### src/rtl/rsrg_pkg.sv
// Shared types and constants for the replacement-selection run generator.
package rsrg_pkg;

  localparam int KEY_W          = 32;
  localparam int RUN_W          = 16;
  localparam int FILL_W         = 6;
  localparam int HEAP_DEPTH_DEF = 32;

  localparam logic [FILL_W-1:0] HEAP_FILL_RST = FILL_W'(32);
  localparam logic [RUN_W-1:0]  RUN_MAX       = '1;

  // heap engine operations
  localparam logic OP_PUSH = 1'b0;
  localparam logic OP_POP  = 1'b1;

  // request to the heap engine
  typedef struct packed {
    logic start;
    logic op;
    logic half;
  } hcmd_t;

endpackage

### src/rtl/rsrg_heap.sv
// Heap store with push and pop sift engine over one shared memory.
module rsrg_heap #(
  parameter int HEAP_DEPTH = rsrg_pkg::HEAP_DEPTH_DEF
) (
  input  logic                               clk,
  input  logic                               rst_n,
  input  rsrg_pkg::hcmd_t                    cmd,
  input  logic [$clog2(HEAP_DEPTH+1)-1:0]    cmd_count,
  input  logic [rsrg_pkg::KEY_W-1:0]         cmd_value,
  output logic                               rsp_done,
  output logic [rsrg_pkg::KEY_W-1:0]         rsp_data
);
  import rsrg_pkg::*;

  localparam int AW = $clog2(HEAP_DEPTH);
  localparam int CW = $clog2(HEAP_DEPTH + 1);
  localparam int IW = AW + 2;

  localparam logic [2:0] H_IDLE   = 3'd0;
  localparam logic [2:0] H_PU_RD  = 3'd1;
  localparam logic [2:0] H_PU_CMP = 3'd2;
  localparam logic [2:0] H_PO_LD  = 3'd3;
  localparam logic [2:0] H_PO_RD  = 3'd4;
  localparam logic [2:0] H_PO_CMP = 3'd5;

  logic [KEY_W-1:0] mem [HEAP_DEPTH];
  logic [KEY_W-1:0] rd_a_r, rd_b_r;
  logic [AW-1:0]    ra, rb, wa;
  logic [KEY_W-1:0] wd;
  logic             we;

  logic [2:0]       st_r, st_nxt;
  logic [AW-1:0]    i_r, i_nxt;
  logic [CW-1:0]    n_r, n_nxt;
  logic [KEY_W-1:0] x_r, x_nxt;
  logic [KEY_W-1:0] top_r, top_nxt;
  logic             half_r, half_nxt;
  logic             done_r, done_nxt;

  logic [AW-1:0]    par;
  logic [IW-1:0]    l_idx, r_idx;
  logic             l_ok, r_ok, pick_l, pick_r;
  logic [KEY_W-1:0] l_min;

  // map a heap index to a store address for the given half
  function automatic logic [AW-1:0] slot(input logic h, input logic [AW-1:0] idx);
    return h ? AW'(HEAP_DEPTH - 1) - idx : idx;
  endfunction

  // store: one write port, two registered read ports
  always_ff @(posedge clk) begin
    if (we) begin
      mem[wa] <= wd;
    end
    rd_a_r <= mem[ra];
    rd_b_r <= mem[rb];
  end

  assign par   = (i_r - AW'(1)) >> 1;
  assign l_idx = {1'b0, i_r, 1'b1};
  assign r_idx = l_idx + IW'(1);
  assign l_ok  = l_idx < IW'(n_r);
  assign r_ok  = r_idx < IW'(n_r);

  // pick smallest of hole value and children, left wins ties
  always_comb begin
    pick_l = l_ok && ($signed(rd_a_r) < $signed(x_r));
    l_min  = pick_l ? rd_a_r : x_r;
    pick_r = r_ok && ($signed(rd_b_r) < $signed(l_min));
  end

  // sift sequencer
  always_comb begin
    st_nxt   = st_r;
    i_nxt    = i_r;
    n_nxt    = n_r;
    x_nxt    = x_r;
    top_nxt  = top_r;
    half_nxt = half_r;
    done_nxt = 1'b0;
    we       = 1'b0;
    wa       = slot(half_r, i_r);
    wd       = x_r;
    ra       = '0;
    rb       = '0;
    unique case (st_r)
      H_IDLE: begin
        if (cmd.start) begin
          half_nxt = cmd.half;
          if (cmd.op == OP_PUSH) begin
            x_nxt = cmd_value;
            if (cmd_count < CW'(HEAP_DEPTH)) begin
              i_nxt  = cmd_count[AW-1:0];
              st_nxt = H_PU_RD;
            end else begin
              done_nxt = 1'b1;
            end
          end else begin
            if (cmd_count == '0) begin
              top_nxt  = '0;
              done_nxt = 1'b1;
            end else begin
              n_nxt  = cmd_count - CW'(1);
              ra     = slot(cmd.half, '0);
              rb     = slot(cmd.half, n_nxt[AW-1:0]);
              st_nxt = H_PO_LD;
            end
          end
        end
      end
      H_PU_RD: begin
        if (i_r == '0) begin
          we       = 1'b1;
          done_nxt = 1'b1;
          st_nxt   = H_IDLE;
        end else begin
          ra     = slot(half_r, par);
          st_nxt = H_PU_CMP;
        end
      end
      H_PU_CMP: begin
        we = 1'b1;
        if ($signed(rd_a_r) > $signed(x_r)) begin
          wd     = rd_a_r;
          i_nxt  = par;
          st_nxt = H_PU_RD;
        end else begin
          done_nxt = 1'b1;
          st_nxt   = H_IDLE;
        end
      end
      H_PO_LD: begin
        top_nxt = rd_a_r;
        x_nxt   = rd_b_r;
        i_nxt   = '0;
        st_nxt  = H_PO_RD;
      end
      H_PO_RD: begin
        ra     = l_ok ? slot(half_r, l_idx[AW-1:0]) : '0;
        rb     = r_ok ? slot(half_r, r_idx[AW-1:0]) : '0;
        st_nxt = H_PO_CMP;
      end
      H_PO_CMP: begin
        we = 1'b1;
        if (pick_r) begin
          wd     = rd_b_r;
          i_nxt  = r_idx[AW-1:0];
          st_nxt = H_PO_RD;
        end else if (pick_l) begin
          wd     = rd_a_r;
          i_nxt  = l_idx[AW-1:0];
          st_nxt = H_PO_RD;
        end else begin
          done_nxt = 1'b1;
          st_nxt   = H_IDLE;
        end
      end
      default: begin
        st_nxt = H_IDLE;
      end
    endcase
  end

  always_ff @(posedge clk) begin
    if (!rst_n) begin
      st_r   <= H_IDLE;
      done_r <= 1'b0;
    end else begin
      st_r   <= st_nxt;
      done_r <= done_nxt;
    end
    i_r    <= i_nxt;
    n_r    <= n_nxt;
    x_r    <= x_nxt;
    top_r  <= top_nxt;
    half_r <= half_nxt;
  end

  assign rsp_done = done_r;
  assign rsp_data = top_r;

endmodule

### src/rtl/replacement_selection_run_generator_top.sv
// Replacement-selection run generator: control sequencer, result register, heap engine.
//
// Usage: keys enter on the in_ stream (in_tdata = key, in_tlast = final key of the
// stream). Sorted keys leave on the out_ stream with their run number; out_tuser
// flags the last key of a run and out_tlast the last result caused by one request.
// cfg_data sets how many keys the dual heap holds (0 acts as 1, above HEAP_DEPTH
// acts as HEAP_DEPTH); write it only while the block is idle.
// Operation: each request runs alone. A fill request takes one push. A steady
// request takes a pop plus a push; the sift loop through the single-write-port heap
// memory sets its duration, with one read state and one compare state per heap level.
// A final request then drains every held key.
// A one-entry result register sits between the sequencer and out_; while the
// receiver stalls, the next request is still accepted and worked on until it
// needs to place a result. Reset clears all counters, the run number and the
// side select; the heap memory needs no clearing pass.
module replacement_selection_run_generator_top #(
  parameter int HEAP_DEPTH = rsrg_pkg::HEAP_DEPTH_DEF
) (
  input  logic                              clk,
  input  logic                              rst_n,
  input  logic                              in_tvalid,
  output logic                              in_tready,
  input  logic [31:0]                       in_tdata,   // [31:0] value
  input  logic                              in_tlast,   // last_in
  output logic                              out_tvalid,
  input  logic                              out_tready,
  output logic [47:0]                       out_tdata,  // [31:0] out_value, [47:32] run_number
  output logic                              out_tuser,  // run_end
  output logic                              out_tlast,  // last
  input  logic                              cfg_valid,
  output logic                              cfg_ready,
  input  logic [rsrg_pkg::FILL_W-1:0]       cfg_data    // heap_fill
);
  import rsrg_pkg::*;

  localparam int CW = $clog2(HEAP_DEPTH + 1);

  localparam logic [3:0] S_IDLE  = 4'd0;
  localparam logic [3:0] S_FILLW = 4'd1;
  localparam logic [3:0] S_PRE   = 4'd2;
  localparam logic [3:0] S_POPW  = 4'd3;
  localparam logic [3:0] S_PUSHI = 4'd4;
  localparam logic [3:0] S_PUSHW = 4'd5;
  localparam logic [3:0] S_EMIT  = 4'd6;
  localparam logic [3:0] S_DRAIN = 4'd7;
  localparam logic [3:0] S_DPOPW = 4'd8;
  localparam logic [3:0] S_DEMIT = 4'd9;

  logic [3:0]        st_r, st_nxt;
  logic [CW-1:0]     cur_r, cur_nxt, pend_r, pend_nxt, fill_r, fill_nxt;
  logic [RUN_W-1:0]  run_r, run_nxt;
  logic              side_r, side_nxt;
  logic [FILL_W-1:0] hf_r;
  logic [KEY_W-1:0]  v_r, v_nxt, pop_r, pop_nxt;
  logic              fin_r, fin_nxt, tocur_r, tocur_nxt;

  hcmd_t             cmd_r, cmd_nxt;
  logic [CW-1:0]     ccnt_r, ccnt_nxt;
  logic [KEY_W-1:0]  cval_r, cval_nxt;
  logic              h_done;
  logic [KEY_W-1:0]  h_data;

  logic              ov_r, ov_nxt, ouser_r, ouser_nxt, olast_r, olast_nxt;
  logic [47:0]       odata_r, odata_nxt;
  logic              out_free;

  logic [CW-1:0]     eff;
  logic [CW-1:0]     sw_cur;
  logic              sw_side;

  // hold the fill register
  always_ff @(posedge clk) begin
    if (!rst_n) begin
      hf_r <= HEAP_FILL_RST;
    end else if (cfg_valid) begin
      hf_r <= cfg_data;
    end
  end
  assign cfg_ready = 1'b1;

  // clamp fill to 1..HEAP_DEPTH
  always_comb begin
    if (hf_r == '0) begin
      eff = CW'(1);
    end else if ({1'b0, hf_r} > (FILL_W + 1)'(HEAP_DEPTH)) begin
      eff = CW'(HEAP_DEPTH);
    end else begin
      eff = CW'(hf_r);
    end
  end

  assign in_tready = (st_r == S_IDLE);
  assign out_free  = !ov_r || out_tready;

  // run sequencer
  always_comb begin
    st_nxt    = st_r;
    cur_nxt   = cur_r;
    pend_nxt  = pend_r;
    fill_nxt  = fill_r;
    run_nxt   = run_r;
    side_nxt  = side_r;
    v_nxt     = v_r;
    pop_nxt   = pop_r;
    fin_nxt   = fin_r;
    tocur_nxt = tocur_r;
    cmd_nxt   = '{start: 1'b0, op: cmd_r.op, half: cmd_r.half};
    ccnt_nxt  = ccnt_r;
    cval_nxt  = cval_r;
    ov_nxt    = ov_r && !out_tready;
    odata_nxt = odata_r;
    ouser_nxt = ouser_r;
    olast_nxt = olast_r;
    sw_cur    = cur_r;
    sw_side   = side_r;
    unique case (st_r)
      S_IDLE: begin
        if (in_tvalid) begin
          v_nxt   = in_tdata;
          fin_nxt = in_tlast;
          if (fill_r < eff) begin
            fill_nxt = fill_r + CW'(1);
            cmd_nxt  = '{start: 1'b1, op: OP_PUSH, half: side_r};
            ccnt_nxt = cur_r;
            cval_nxt = in_tdata;
            st_nxt   = S_FILLW;
          end else begin
            st_nxt = S_PRE;
          end
        end
      end
      S_FILLW: begin
        if (h_done) begin
          if (cur_r < CW'(HEAP_DEPTH)) begin
            cur_nxt = cur_r + CW'(1);
          end
          st_nxt = fin_r ? S_DRAIN : S_IDLE;
        end
      end
      S_PRE: begin
        // swap heaps when the current one is empty
        if (cur_r == '0) begin
          sw_cur   = pend_r;
          sw_side  = !side_r;
          cur_nxt  = pend_r;
          pend_nxt = cur_r;
          side_nxt = !side_r;
          if (run_r != RUN_MAX) begin
            run_nxt = run_r + RUN_W'(1);
          end
        end
        cmd_nxt  = '{start: 1'b1, op: OP_POP, half: sw_side};
        ccnt_nxt = sw_cur;
        st_nxt   = S_POPW;
      end
      S_POPW: begin
        if (h_done) begin
          pop_nxt = h_data;
          if (cur_r != '0) begin
            cur_nxt = cur_r - CW'(1);
          end
          st_nxt = S_PUSHI;
        end
      end
      S_PUSHI: begin
        cval_nxt = v_r;
        if ($signed(v_r) > $signed(pop_r)) begin
          tocur_nxt = 1'b1;
          cmd_nxt   = '{start: 1'b1, op: OP_PUSH, half: side_r};
          ccnt_nxt  = cur_r;
        end else begin
          tocur_nxt = 1'b0;
          cmd_nxt   = '{start: 1'b1, op: OP_PUSH, half: !side_r};
          ccnt_nxt  = pend_r;
        end
        st_nxt = S_PUSHW;
      end
      S_PUSHW: begin
        if (h_done) begin
          if (tocur_r && (cur_r < CW'(HEAP_DEPTH))) begin
            cur_nxt = cur_r + CW'(1);
          end else if (!tocur_r && (pend_r < CW'(HEAP_DEPTH))) begin
            pend_nxt = pend_r + CW'(1);
          end
          st_nxt = S_EMIT;
        end
      end
      S_EMIT: begin
        if (out_free) begin
          ov_nxt    = 1'b1;
          odata_nxt = {run_r, pop_r};
          ouser_nxt = (cur_r == '0);
          olast_nxt = !fin_r || ((cur_r == '0) && (pend_r == '0));
          if (cur_r == '0) begin
            cur_nxt  = pend_r;
            pend_nxt = cur_r;
            side_nxt = !side_r;
            if (run_r != RUN_MAX) begin
              run_nxt = run_r + RUN_W'(1);
            end
          end
          st_nxt = fin_r ? S_DRAIN : S_IDLE;
        end
      end
      S_DRAIN: begin
        if (cur_r == '0) begin
          if (pend_r != '0) begin
            // drain the pending heap as the next run
            cur_nxt  = pend_r;
            pend_nxt = cur_r;
            side_nxt = !side_r;
            if (run_r != RUN_MAX) begin
              run_nxt = run_r + RUN_W'(1);
            end
          end else begin
            // stream done: start over
            cur_nxt  = '0;
            pend_nxt = '0;
            fill_nxt = '0;
            run_nxt  = '0;
            side_nxt = 1'b0;
            st_nxt   = S_IDLE;
          end
        end else begin
          cmd_nxt  = '{start: 1'b1, op: OP_POP, half: side_r};
          ccnt_nxt = cur_r;
          st_nxt   = S_DPOPW;
        end
      end
      S_DPOPW: begin
        if (h_done) begin
          pop_nxt = h_data;
          cur_nxt = cur_r - CW'(1);
          st_nxt  = S_DEMIT;
        end
      end
      S_DEMIT: begin
        if (out_free) begin
          ov_nxt    = 1'b1;
          odata_nxt = {run_r, pop_r};
          ouser_nxt = (cur_r == '0);
          olast_nxt = (cur_r == '0) && (pend_r == '0);
          st_nxt    = S_DRAIN;
        end
      end
      default: begin
        st_nxt = S_IDLE;
      end
    endcase
  end

  always_ff @(posedge clk) begin
    if (!rst_n) begin
      st_r    <= S_IDLE;
      cur_r   <= '0;
      pend_r  <= '0;
      fill_r  <= '0;
      run_r   <= '0;
      side_r  <= 1'b0;
      cmd_r   <= '0;
      ov_r    <= 1'b0;
    end else begin
      st_r    <= st_nxt;
      cur_r   <= cur_nxt;
      pend_r  <= pend_nxt;
      fill_r  <= fill_nxt;
      run_r   <= run_nxt;
      side_r  <= side_nxt;
      cmd_r   <= cmd_nxt;
      ov_r    <= ov_nxt;
    end
    v_r     <= v_nxt;
    pop_r   <= pop_nxt;
    fin_r   <= fin_nxt;
    tocur_r <= tocur_nxt;
    ccnt_r  <= ccnt_nxt;
    cval_r  <= cval_nxt;
    odata_r <= odata_nxt;
    ouser_r <= ouser_nxt;
    olast_r <= olast_nxt;
  end

  rsrg_heap #(
    .HEAP_DEPTH (HEAP_DEPTH)
  ) u_heap (
    .clk       (clk),
    .rst_n     (rst_n),
    .cmd       (cmd_r),
    .cmd_count (ccnt_r),
    .cmd_value (cval_r),
    .rsp_done  (h_done),
    .rsp_data  (h_data)
  );

  assign out_tvalid = ov_r;
  assign out_tdata  = odata_r;
  assign out_tuser  = ouser_r;
  assign out_tlast  = olast_r;

  // both heaps together never exceed the store
  a_cap: assert property (@(posedge clk) disable iff (!rst_n)
    ({1'b0, cur_r} + {1'b0, pend_r}) <= (CW + 1)'(HEAP_DEPTH))
    else $error("heap counts exceed store depth");

  // engine completes only while the sequencer waits for it
  a_done: assert property (@(posedge clk) disable iff (!rst_n)
    h_done |-> (st_r == S_FILLW || st_r == S_POPW || st_r == S_PUSHW || st_r == S_DPOPW))
    else $error("heap response outside a wait state");

  // a finished stream leaves every counter cleared
  a_clear: assert property (@(posedge clk) disable iff (!rst_n)
    (st_r == S_DRAIN && cur_r == '0 && pend_r == '0) |=>
    (fill_r == '0 && run_r == '0 && !side_r && st_r == S_IDLE))
    else $error("stream end did not clear state");

  // a result is never placed over one still waiting
  a_hold: assert property (@(posedge clk) disable iff (!rst_n)
    (ov_r && !out_tready && (st_r == S_EMIT || st_r == S_DEMIT)) |=> $stable(st_r))
    else $error("result overwritten under stall");

endmodule

### config.mk
export PLATFORM = sky130hd
export DESIGN_NAME = replacement_selection_run_generator_top
export DESIGN_NICKNAME = d
export VERILOG_FILES = /design/src/rtl/rsrg_pkg.sv /design/src/rtl/rsrg_heap.sv /design/src/rtl/replacement_selection_run_generator_top.sv
export SDC_FILE = /design/constraint.sdc
export NUM_CORES = 2
export LEC_CHECK = 0
export ABC_AREA = 1
export BUFFER_PORTS_ARGS = -buffer_cell sky130_fd_sc_hd__buf_2
export CORE_AREA = 2 2 482 580
export CTS_BUF_LIST = sky130_fd_sc_hd__clkbuf_8
export DETAILED_ROUTE_END_ITERATION = 10
export DIE_AREA = 0 0 484 582
export GPL_ROUTABILITY_DRIVEN = 0
export PLACE_DENSITY = 0.39
export SKIP_LAST_GASP = 1
export SLEW_MARGIN = 40
export SYNTH_ARGS = -nofsm -noshare
export SYNTH_HDL_FRONTEND = slang
export SYNTH_SLANG_ARGS = --single-unit
### constraint.sdc
create_clock -name clk -period 8.95 [get_ports clk]
set_clock_uncertainty 0.15 [all_clocks]
set_input_delay 1.3425 -clock clk [delete_from_list [all_inputs] [get_ports clk]]
set_output_delay 1.3425 -clock clk [all_outputs]
set_load 0.05 [all_outputs]
Word-level counts from Yosys, hierarchy flattened
Memory sizes are Yosys's and may differ from the RTL's. A register that Yosys moved wholly into a read port is not among the register bits.
Index checks and enable logic that the tools add are counted.

cells by class
  add/subtract/negate cells = 13
  magnitude comparators = 11
  equality and inequality tests = 41
  multiplexer cells = 125
  bitwise gates (word level) = 1
  reductions and logical operators = 51

operators by type and width
  kind                                               count
  2-to-1 mux 32 bit                                  10
  one-hot mux 32 bit (2 select lines)                4
  2-to-1 mux 6 bit                                   28
  2-to-1 mux 5 bit                                   21
  2-to-1 mux 16 bit                                  5
  greater-than comparator 32 bit                     2
  less-than comparator 32 bit                        2
  one-hot mux 16 bit (3 select lines)                1
  one-hot mux 6 bit (4 select lines)                 2
  one-hot mux 6 bit (7 select lines)                 1
  one-hot mux 4 bit (10 select lines)                1
  2-to-1 mux 4 bit                                   9
  2-to-1 mux 3 bit                                   10
  inequality test 2 bit, second input constant       14
  zero test 6 bit                                    4
  2-to-1 mux 1 bit                                   21
  one-hot mux 5 bit (4 select lines)                 1
  subtractor 5 bit, first input constant             4
  adder 6 x 1 -> 6 bit, second input constant        3
  less-than comparator 6 bit, second input constant  3
  one-hot mux 3 bit (6 select lines)                 1
  adder 16 x 1 -> 16 bit, second input constant      1
  == test 4 x 3 -> 1 bit, second input constant      4
  inequality test 16 bit, second input constant      1
  other kinds (45)                                   89

storage, ports and cells
  flip-flop bits (word level) = 283
  memory bits (writable) = 1024
  bits of input ports = 44
  output and inout port bits = 53
  logic and storage cells = 270
  memories kept = 1

memory list
  memory      depth  width  rd ports  clocked after Yosys merged registers in  wr ports  RTL line         RTL
  u_heap.mem  32     32     2         2                                        1         rsrg_heap.sv:26  logic [KEY_W-1:0] mem [HEAP_DEPTH];

Longest topological paths before layout
  depth in word-level cells = 7
  gate-level depth with buffers = 37
  mapped depth without buffers = 34

Modules after synthesis
A second synthesis with hierarchy kept.

unflattened totals
  cell total of the unflattened synthesis = 7344
  area, all modules = 69166.3 sq um

modules (own cells, without submodules)
  module                                   instances  cells each  area an instance (sq um)  seq. area each (sq um)
  rsrg_heap                                1          6429        59863.7                   34393.0
  replacement_selection_run_generator_top  1          915         9302.7                    5605.4

Worst setup path before layout
OpenSTA, ideal clock, no wires.

  path kind = register -> register
  from = reg u_heap.x_r[31]
  to = mem u_heap.mem[0][0] (data pin)
  library setup time = 0.449 ns
  arrival time = 4.092 ns
  required time = 8.351 ns
  setup slack = 4.259 ns
  cell stages (with the launch flop) = 23
  buffers on the path = 3
  clock period less this slack = 4.691 ns
  path through = edfxtp_1 -> inv_1 -> ha_1 -> a21oi_1 -> o21a_1 -> nand2_1 -> a21oi_1 -> nand3_1 -> nand3_1 -> clkbuf_1 -> clkbuf_1 -> o21ai_0 -> ha_1 -> nand4_1 -> nor4_1 -> inv_1 -> nor4_1 -> nand2_1 -> nand3_2 -> buf_1 -> nand4_1 -> nand3_1 -> nand3_1

between the ends
  word-level cells in the longest chain between the ends = 7
  elaborated cells on any way between the ends = 9
  those cells by class = order compare: 3; mux: 4; reduce/logical: 2

RTL lines
  item                                     RTL line                           RTL
  from (decl)                              rsrg_heap.sv:35                    logic [KEY_W-1:0] x_r, x_nxt;
  from (signal assigned)                   rsrg_heap.sv:174                   x_r <= x_nxt;
  less-than comparator 32 bit              rsrg_heap.sv:67                    pick_l = l_ok && ($signed(rd_a_r) < $signed(x_r));
  logical AND 1 bit                        rsrg_heap.sv:67
  2-to-1 mux 32 bit                        rsrg_heap.sv:68, rsrg_heap.sv:149
  less-than comparator 32 bit              rsrg_heap.sv:69                    pick_r = r_ok && ($signed(rd_b_r) < $signed(l_min));
  logical AND 1 bit                        rsrg_heap.sv:69
  2-to-1 mux 32 bit                        rsrg_heap.sv:145                   if (pick_r) begin
  one-hot mux 32 bit (2 select lines) (*)  rsrg_heap.sv:86                    unique case (st_r)
  named net u_heap.wd[0]                   rsrg_heap.sv:29                    logic [KEY_W-1:0] wd;
  to (decl)                                rsrg_heap.sv:26

Mark *: on every way through the listed nets, which the timed path passes. The rest lies on a longest branch.

Final worst setup path
  from = reg u_heap.x_r[5]
  to = mem u_heap.mem[31][13] (data pin)

The elaborated chain is that of the path after synthesis.

==> impl_metrics.csv <==
group,metric,value,unit
routing,vias,54509,
global_routing,grt_pass1_wl,378,mm
pwr,p_total,22.5,mW
min_path,holdCritPathClass,"flop to flop",
clock_tree,h-tree-depth,4,
layout,multi_input_area,24200,um2
synthesis,ys_ff_latch,1371,
sta,max_slew_margin,0.411,
layout,nets,7448,
synthesis,seq_area_frac_synth,0.582,
sta,hold_viol,0,
synthesis,synthCells,7281,
run,drv_cap,0,
placed_design,port_buffers,95,
die,initial_core_util,0.249,
clock_tree,cts_buffer_depth,4,
synthesis,yosysTopAreaCell,"edfxtp_1",
placed_design,place_ws,2.19,ns
clock_tree,path_clk_slew,0.06,ns
synthesis,synth_top_area_frac,0.548,
sta,grt_setup_unrepaired,"no",
routing,drc,0,
synthesis,ys_types,52,
routing,routed_via_density,4.90,
sta,finalCritPeriodShare,0.748,
synthesis,synth-adder-area-share,0.0227,
routing,drtAntennaViolNets,0,
layout,layout_common_cells,"nand2_1 (1742), edfxtp_1 (1254), o21ai_0 (1045), inv_1 (817), o211ai_1 (643)",
synthesis,synthXorXnorAreaFrac,0.00306,
clock_tree,cts_setup_buffers,0,
clock_tree,worstSkewPairLatency,1.03,ns
clock_tree,cts_hold_buf,0,
layout,final_common_cell,"nand2_1",
die,core,276000,um2
sta,fin_setup_tns,0,ns
pwr,power_density,286,nW/um2
layout,final_cell_area,78500,um2
setup_path,setup.worst_path.end_class,"flop",
setup_path,critPathMostFrequentCell,"nand2_1",
synthesis,syn_nets,7449,
clock_tree,clockRootBuffer,"clkbuf_8",
pwr,p_leak,28.6,nW
die,dieWidth,484,um
synthesis,synth_compound_area_frac,0.188,
status,status,"completed",
routing,finalWirelength,264,mm
setup_path,cp_max_fo,34,
synthesis,ys.warnings.count,0,
setup_path,cp_slowest_cell,"nand3_2",
sta,fmax,0.149,GHz
pwr,ir_drop,207,uV
sta,setup_slack,2.25,ns
die,io_pins,97,
sta,setup_viol,0,
setup_path,arrival,7.02,ns
layout,instances_no_fill,11118,
die,fp.dieH,582,um
die,die_area,282000,um2
placed_design,dp.cells,10676,
synthesis,synth_edf_count,1254,
routing,wl_per_cell,23.8,um
setup_path,crit_path_start_kind,"flop",
layout,regArea,40000,um2
layout,utilization,0.284,
sta,worst_slew_pin_slew,0.884,ns
clock_tree,cts_sinks,1371,
setup_path,path_class,"flop to flop",
sta,finalCriticalPeriod,6.70,ns
synthesis,syn_avg_cell_area,9.44,um2
die,rows,212,
sta,finalMaxSlewViolations,0,
synthesis,synth_top_family_by_area,"compound AO/OA/AOI/OAI gates",
global_routing,track_usage,0.182,
synthesis,synthTopCellsByArea,"edfxtp_1 (55%), nand2_1 (9.5%), o21ai_0 (7.6%)",
routing,drtIter0Drc,4247,
layout,area_growth,14.2,%
global_routing,antenna_found_initial,16,
global_routing,grt_pass1_vias,52559,
synthesis,synth-simple-area-share,0.131,
placed_design,post-dp-hpwl,152,mm
placed_design,dpl_cell_area,73800,um2
clock_tree,cts_buffers,240,
setup_path,critPathMaxStageDelay,0.52,ns
setup_path,cp.required,9.27,ns
layout,drive_gt1_frac,0.0894,
global_routing,grt_max_degree,203,
synthesis,netlist_area,68700,um2
layout,fillCellCount,28980,
synthesis,async_flop_share,0,
routing,dr.pass1.iters,6,
clock_tree,postCtsResizedCells,0,
global_routing,grt_overflow_total,0,
clock_tree,cts_tree,"built",
synthesis,muxShareOfSynthArea,0,
synthesis,synthFlopType,"edfxtp_1",
sta,holdWs,0.267,ns
## flip-flops by register name, summed over array words and instances, names as in the netlist, 32 cells and up
signal,flops
out_tdata,48
u_heap.mem,1024
u_heap.x_r,32
pop_r,32
u_heap.rsp_data,32
u_heap.rd_a_r,32
u_heap.rd_b_r,32
cval_r,32
v_r,32
## report_power, final
part | switching, mW | internal (mW) | leakage, nW | total, mW
combinational | 5.78 | 1.94 | 13.8 | 7.72
clock | 2.85 | 3.03 | 2.59 | 5.88
sequential | 0.475 | 8.42 | 12.1 | 8.90
total | 9.10 | 13.4 | 28.6 | 22.5
## critical path: cells and delay by family (launching register included)
family | cells | cell delay (ns)
adder cells (fa/ha/maj) | 2 | 0.65
flip-flops | 1 | 0.39
buffers and inverters | 4 | 1.04
AO/OA/AOI/OAI | 2 | 0.35
AND/OR/NAND/NOR | 20 | 3.54
## path summary, 6_finish.rpt
path                       startpoint            endpoint  slack [ns]  cells past startpoint
setup reg to reg        u_heap.x_r[5]  u_heap.mem[31][13]        2.25                     28
setup / recovery        u_heap.x_r[5]  u_heap.mem[31][13]        2.25                     28
hold reg to reg   u_heap.rsp_data[11]           pop_r[11]        0.27                      0
hold / removal    u_heap.rsp_data[11]           pop_r[11]        0.27                      0
## final cells by class
class,count,share of cell area
antenna,5,0.000159
clock buffer,265,0.0464
clock inverter,172,0.0131
inverter,788,0.0381
multi-input combinational,4633,0.308
sequential,1371,0.509
tap,3638,0.0580
timing repair buffer,246,0.0270
## synthesized netlist by cell type (4+ instances only)
library cell and count:
nand2_1 1744, o22ai_1 38, inv_2 14, o21ai_1 220, o221ai_1 5, a21oi_1 113, nand3_2 4, buf_2 169
a31oi_1 73, buf_4 8, inv_1 772, buf_1 39, a2111oi_0 4, nor4_1 8, o211ai_1 643, a211oi_1 24
o2111ai_1 7, o21ai_0 1047, nor2_1 334, nand4_1 54, dfxtp_1 117, nand3_1 117, o21a_1 4, xor2_1 15
nor3_1 16, edfxtp_1 1254, ha_1 123, clkbuf_1 270, xnor2_1 9
## metal layers
layer | wire length [um] | track usage | vias to the layer above
met2 | 125000 | 0.308 | 1737
met5 | 0 | 0 | -
met3 | 13900 | 0.0247 | 517
met4 | 9570 | 0.0642 | 0
met1 | 116000 | 0.238 | 26700
li1 | - | - | 25555
## cell families after synthesis
kind of cell             after synthesis
buffers and inverters               1277
XOR/XNOR                              24
AO/OA/AOI/OAI                       2192
flip-flops                          1371
other                                  1
AND/OR/NAND/NOR                     2292
adder cells (fa/ha/maj)              124
(Power assumes the default switching activity.)
